## src/design/sbd_pkg.sv

```systemverilog
// shared types and constants for the snappy block decoder
// no dependencies; imported by every design file
package sbd_pkg;

	localparam int WINDOW_SIZE = 65536;
	localparam int WIN_AW      = $clog2(WINDOW_SIZE);
	localparam int OFF_W       = WIN_AW + 1;
	localparam int CMD_DEPTH   = 4;
	localparam int CMD_AW      = $clog2(CMD_DEPTH);

	typedef struct packed {
		logic [7:0] in_byte;
		logic       is_last;
	} in_item_t;

	typedef struct packed {
		logic [7:0] out_byte;
		logic       byte_valid;
		logic       block_end;
		logic       block_error;
		logic       run_last;
	} out_item_t;

	typedef enum logic [1:0] {
		PH_HEADER,
		PH_TAG,
		PH_EXTRA,
		PH_LITERAL
	} phase_t;

	typedef enum logic [1:0] {
		CMD_LIT,
		CMD_COPY,
		CMD_MARK,
		CMD_ERR
	} cmd_kind_t;

	typedef struct packed {
		cmd_kind_t          kind;
		logic [7:0]         data;
		logic [6:0]         len;
		logic [OFF_W-1:0]   off;
		logic               last;
	} cmd_t;

	typedef enum logic [1:0] {
		BK_IDLE,
		BK_ISSUE,
		BK_WAIT
	} bk_state_t;

endpackage

```

## src/design/sbd_cmd_fifo.sv

```systemverilog
// short command queue between parser and replay engine
// depends on sbd_pkg
module sbd_cmd_fifo (
	input  logic          clk,
	input  logic          arst_n,
	input  logic          wr_en,
	input  sbd_pkg::cmd_t wr_cmd,
	output logic          full,
	input  logic          rd_en,
	output logic          rd_valid,
	output sbd_pkg::cmd_t rd_cmd
);
	import sbd_pkg::*;

	cmd_t          mem_q [CMD_DEPTH];
	logic [CMD_AW-1:0] wp_q, rp_q;
	logic [CMD_AW:0]   cnt_q;

	assign full     = cnt_q == (CMD_AW+1)'(CMD_DEPTH);
	assign rd_valid = cnt_q != '0;
	assign rd_cmd   = mem_q[rp_q];

	// storage
	always_ff @(posedge clk) begin
		if (wr_en) mem_q[wp_q] <= wr_cmd;
	end

	// pointers and fill count
	always_ff @(posedge clk or negedge arst_n) begin
		if (!arst_n) begin
			wp_q  <= '0;
			rp_q  <= '0;
			cnt_q <= '0;
		end else begin
			if (wr_en) wp_q <= wp_q + 1'b1;
			if (rd_en) rp_q <= rp_q + 1'b1;
			cnt_q <= cnt_q + (CMD_AW+1)'(wr_en) - (CMD_AW+1)'(rd_en);
		end
	end

endmodule

```

## config.mk

```make
export PLATFORM = sky130hd
export DESIGN_NAME = sbd_cmd_fifo
export DESIGN_NICKNAME = d
export VERILOG_FILES = /design/src/design/sbd_pkg.sv /design/src/design/sbd_cmd_fifo.sv
export SDC_FILE = /design/constraint.sdc
export NUM_CORES = 1
export LEC_CHECK = 0
export BUFFER_PORTS_ARGS = -buffer_cell sky130_fd_sc_hd__buf_2
export CORE_MARGIN = 8
export CORE_UTILIZATION = 50
export CTS_CLUSTER_DIAMETER = 50
export DETAILED_ROUTE_END_ITERATION = 6
export GPL_TIMING_DRIVEN = 1
export MAX_ROUTING_LAYER = met4
export PLACE_DENSITY_LB_ADDON = 0.15
export SLEW_MARGIN = 40
export SYNTH_ARGS = -nofsm -noshare
export SYNTH_HDL_FRONTEND = slang
export SYNTH_SLANG_ARGS = --single-unit
```

## constraint.sdc

```tcl
create_clock -name clk -period 4.6 [get_ports clk]
set_clock_uncertainty 0.15 [all_clocks]
set_input_delay 1.15 -clock clk [delete_from_list [all_inputs] [get_ports clk]]
set_output_delay 1.15 -clock clk [all_outputs]
set_load 0.05 [all_outputs]
```

Word-level counts from Yosys, hierarchy flattened --
Memory sizes are Yosys's and may differ from the RTL's. Index checks and enable logic that the tools add are counted.
Cells by class: add/subtract/negate cells 4, multipliers 0, divide/modulo/power cells 0, $lt $le $gt $ge 0, equality and inequality tests 1, shifts and indexed selects 0, mux-type cells 2, bitwise operators 0, reductions and logical operators 1
Operators by type and width (number):
- adder 2 x 1 -> 2 bit, second input constant | 2
- adder 3 x 1 -> 3 bit | 1
- == test 3 bit, second input constant | 1
- nonzero test 3 bit | 1
- subtractor 3 x 1 -> 3 bit | 1
- two-way mux 1 bit | 2
Word-level totals: bits in registers 7, bits in latches 0, memory bits (writable) 140, bits in read-only memories 0, input port bits 39, output and inout port bits 37, logic and storage cells 12, memories 1
Memory list:
- mem_q | depth 4, bits a word 35, read ports 1, clocked after memory_dff 0, wr ports 1, line sbd_cmd_fifo.sv:15 | cmd_t mem_q [CMD_DEPTH];

Depth between registers and ports, before layout --
depth in word-level cells 2, gate-level depth with buffers 6, mapped depth without buffers 6

Worst setup path after synthesis --
No wires, ideal clock.
path type reg-to-output, start point reg rp_q[0], end point out rd_cmd[0] in the netlist's numbering, arrival time 1296 ps, data required time 3300 ps, path slack 2004 ps, cell stages (with the launch flop) 3, path buffers 1, cell sequence dfrtp_1 buf_6 mux4_1
RTL lines:
- from (decl) | line sbd_cmd_fifo.sv:16 | logic [CMD_AW-1:0] wp_q, rp_q;
- from (signal assigned) | line sbd_cmd_fifo.sv:36 | if (rd_en) rp_q <= rp_q + 1'b1;
- to (decl) | line sbd_cmd_fifo.sv:11 | output sbd_pkg::cmd_t rd_cmd

==> out/qor.log <==
qor: pwr.power.leakage 2.336 nW
qor: route.detail_route.drc_violations 0
qor: logic_synthesis.yosysUniqueCellTypes 17
qor: clock_tree.clock_tree.buffer_depth 2
qor: logic_synthesis.synth_most_common_cell sky130_fd_sc_hd__edfxtp_1
qor: logic_synthesis.syn_area_per_cell 25.33 um2
qor: timing.max_clock_freq 270.1 MHz
qor: worst_setup_path.worst-endpoint-arrival 2400 ps
qor: floorplanning.design.die.area 14600 um2
qor: logic_synthesis.syn-cell-area 5497 um2
qor: route.drtIter0Drc 132
qor: global_routing.grt_start_max_net_pins 37
qor: timing.rsz_0062_raised_after_global_routing false
qor: pwr.finalPower 0.004968 W
qor: placed_design.place.detailed.instances 425
qor: clock_tree.cts-hold-fix-buffers 0
qor: worst_setup_path.critPathLaunchType register
qor: clock_tree.cts.htree.levels 4
qor: timing.whs 309.2 ps
qor: clock_tree.clk_latency 520 ps
qor: logic_synthesis.synth_flop_cell sky130_fd_sc_hd__edfxtp_1
qor: cells_and_area.multi_input_gate_area_in_the_final_layout 1013 um2
qor: outcome.status finished clean
qor: pwr.power_density 755.9 nW/um2
qor: timing.report.final.hold_viol_count 0
qor: logic_synthesis.post_synthesis_register_bit_count 147
qor: global_routing.grt_antenna_before_repair 0
qor: logic_synthesis.netlist_top_cells_area sky130_fd_sc_hd__edfxtp_1 76%, sky130_fd_sc_hd__mux4_2 11%, sky130_fd_sc_hd__mux4_1 3.3%
qor: floorplanning.placement_rows 38
qor: cells_and_area.fin_nets 350
qor: global_routing.grt_usage 0.1370
qor: timing.setup_viol 0
qor: logic_synthesis.syn_nets 263
qor: cells_and_area.areaGrowthSynthToFinish 19.58%
qor: clock_tree.clkSlewWorstSetupHoldPaths 60 ps
qor: floorplanning.design.portCount 76
qor: cells_and_area.insertedDiodeCount 0
qor: timing.final-max-slew-violation-count 0
qor: timing.setup_tns 0 ps
qor: floorplanning.fp.dieW 120.8 um
qor: timing.slew_headroom 0.5644
qor: logic_synthesis.yosysSeqAreaShare 0.7967
qor: clock_tree.cts_buffers 17
qor: timing.period_share 0.8049
qor: hold_path.min_path_type input pin to asynchronous set/reset pin
qor: worst_setup_path.setup.worst_path.end_class primary output
qor: logic_synthesis.synth_top_cells_by_count 140 x sky130_fd_sc_hd__edfxtp_1, 28 x sky130_fd_sc_hd__mux4_2, 7 x sky130_fd_sc_hd__dfrtp_1, 7 x sky130_fd_sc_hd__mux4_1
qor: placed_design.gp_congestion 0.6519
qor: route.postRouteAntennaNets 0
qor: logic_synthesis.post-synth-top-area-cell sky130_fd_sc_hd__edfxtp_1
qor: logic_synthesis.yosys_warnings 0
qor: route.avgViaCountPerCell 5.233
qor: cells_and_area.register_area 4384 um2
qor: worst_setup_path.criticalPathCategory register to primary output
qor: placed_design.placedInstanceArea 5991 um2
qor: global_routing.grt.overflow.total 0
qor: floorplanning.fp.dieH 120.8 um
qor: worst_setup_path.crit_fanout 19
qor: clock_tree.root_buffer sky130_fd_sc_hd__clkbuf_8
qor: floorplanning.fp.coreArea 10790 um2
qor: clock_tree.cts.sink_count 147
qor: global_routing.grt_pass1_vias 2651
qor: route.dr.pass1.iters 4
qor: logic_synthesis.synthCells 217
qor: clock_tree.cts.repair_timing.setup_buffer_count 0
qor: cells_and_area.filler_cells_inserted 773
qor: cells_and_area.finalNonFillerCells 455
qor: route.drt_wl_total 9126 um
qor: worst_setup_path.critical_path_required 3300 ps
qor: pwr.ir_drop 0.6255 mV
qor: run.maxCapViolations 0
qor: clock_tree.postCtsResizedCells 0
qor: logic_synthesis.synthArstFlopShare 0.04762
qor: route.wl_per_cell 20.06 um
qor: logic_synthesis.synth-edff-count 140
qor: cells_and_area.post-route-cell-area 6573 um2
qor: floorplanning.effective_utilization_at_floorplan 0.5093
qor: clock_tree.clock_tree_from_tritoncts built
qor: cells_and_area.final_layout_size_suffix_gt1_frac 0.4381
qor: timing.fin_crit 3702 ps
qor: logic_synthesis.synth_top_cell_area_share 0.7649
qor: route.via_count 2381
qor: global_routing.wire_length_of_the_first_global_routing_pass 14170 um
qor: timing.tightestPinTransition 653.5 ps
qor: placed_design.numPortBuffers 75
[logic make-up after synthesis]
family                   count (synthesis)  share of synthesized area
AND/OR/NAND/NOR                          8                   0.008196
AO/OA/AOI/OAI                            1                  0.0009097
flip-flops                             147                     0.7967
multiplexers                            35                     0.1482
XOR/XNOR                                 5                   0.007969
buffers and inverters                   14                    0.02071
adder cells (fa/ha/maj)                  7                    0.01730
[area by class of cell]
type | count | area share
clock inverters | 13 | 0.02551
multi-input cells | 56 | 0.1542
well taps | 140 | 0.02665
flip-flops and latches | 147 | 0.6670
inverters | 6 | 0.003427
clock buffers | 17 | 0.06301
repair buffers | 76 | 0.06016
[cell usage in the layout (no fill, tap or decap)]
| master | n |
|---|---|
| sky130_fd_sc_hd__clkinv_2 | 5 |
| sky130_fd_sc_hd__or3_1 | 1 |
| sky130_fd_sc_hd__fa_1 | 1 |
| sky130_fd_sc_hd__buf_2 | 75 |
| sky130_fd_sc_hd__dfrtp_1 | 5 |
| sky130_fd_sc_hd__edfxtp_1 | 140 |
| sky130_fd_sc_hd__ha_1 | 6 |
| sky130_fd_sc_hd__xnor2_1 | 2 |
| sky130_fd_sc_hd__clkbuf_16 | 16 |
| sky130_fd_sc_hd__clkinvlp_4 | 2 |
| sky130_fd_sc_hd__and2_4 | 4 |
| sky130_fd_sc_hd__mux4_1 | 7 |
| sky130_fd_sc_hd__dfrtp_4 | 1 |
| sky130_fd_sc_hd__xor2_1 | 3 |
| sky130_fd_sc_hd__mux4_2 | 28 |
| sky130_fd_sc_hd__nand2_1 | 2 |
| sky130_fd_sc_hd__and3_1 | 1 |
| sky130_fd_sc_hd__bufinv_16 | 4 |
| sky130_fd_sc_hd__inv_1 | 6 |
| sky130_fd_sc_hd__buf_12 | 1 |
| sky130_fd_sc_hd__dfrtp_2 | 1 |
| sky130_fd_sc_hd__clkinv_1 | 2 |
| sky130_fd_sc_hd__o21ai_0 | 1 |
| sky130_fd_sc_hd__clkbuf_8 | 1 |
[worst max-delay path: stages (launching register included)]
cell and delay (ps):
sky130_fd_sc_hd__dfrtp_2 790, sky130_fd_sc_hd__buf_12 280, sky130_fd_sc_hd__mux4_1 570, sky130_fd_sc_hd__buf_2 230
[power by group]
group          internal (W)  leakage, nW  switching (W)  total (W)
combinational      0.000533        0.686        0.00114    0.00168
sequential          0.00176         1.37       0.000180    0.00194
clock              0.000864        0.284       0.000485    0.00135
[metal layers]
| layer | routed length, um | up-vias | track usage |
|---|---|---|---|
| met4 | 116 | 0 | 0.04918 |
| met5 | 0 | - | - |
| li1 | - | 1084 | - |
| met1 | 3989 | 1224 | 0.1591 |
| met2 | 4525 | 59 | 0.2128 |
| met3 | 494 | 14 | 0.05408 |
[flip-flops by register name (all words and copies together), names as in the netlist]
register / count
mem_q: 140
cnt_q: 3
rp_q: 2
wp_q: 2
[worst paths after layout]
path | startpoint | to | slack (ps) | depth (start not counted)
max | rp_q[0] | rd_cmd[4] | 900 | 3
min | arst_n | wp_q[1] | 310 | 1
max reg2reg | wp_q[0] | mem_q[0][18] | 2890 | 3
min reg2reg | wp_q[0] | wp_q[0] | 390 | 1
max in group asynchronous | arst_n | rp_q[1] | 3810 | 1
min in group clk | wp_q[0] | wp_q[0] | 390 | 1
[through the flow]
step	util	setup WS, ps
finish	0.6090	897.6
global route	0.6090	758.4
CTS	0.6090	819.0
detailed placement	0.5551	1379
global placement	0.5544	1395
floorplan	-	2004
(Power assumes the default switching activity.)
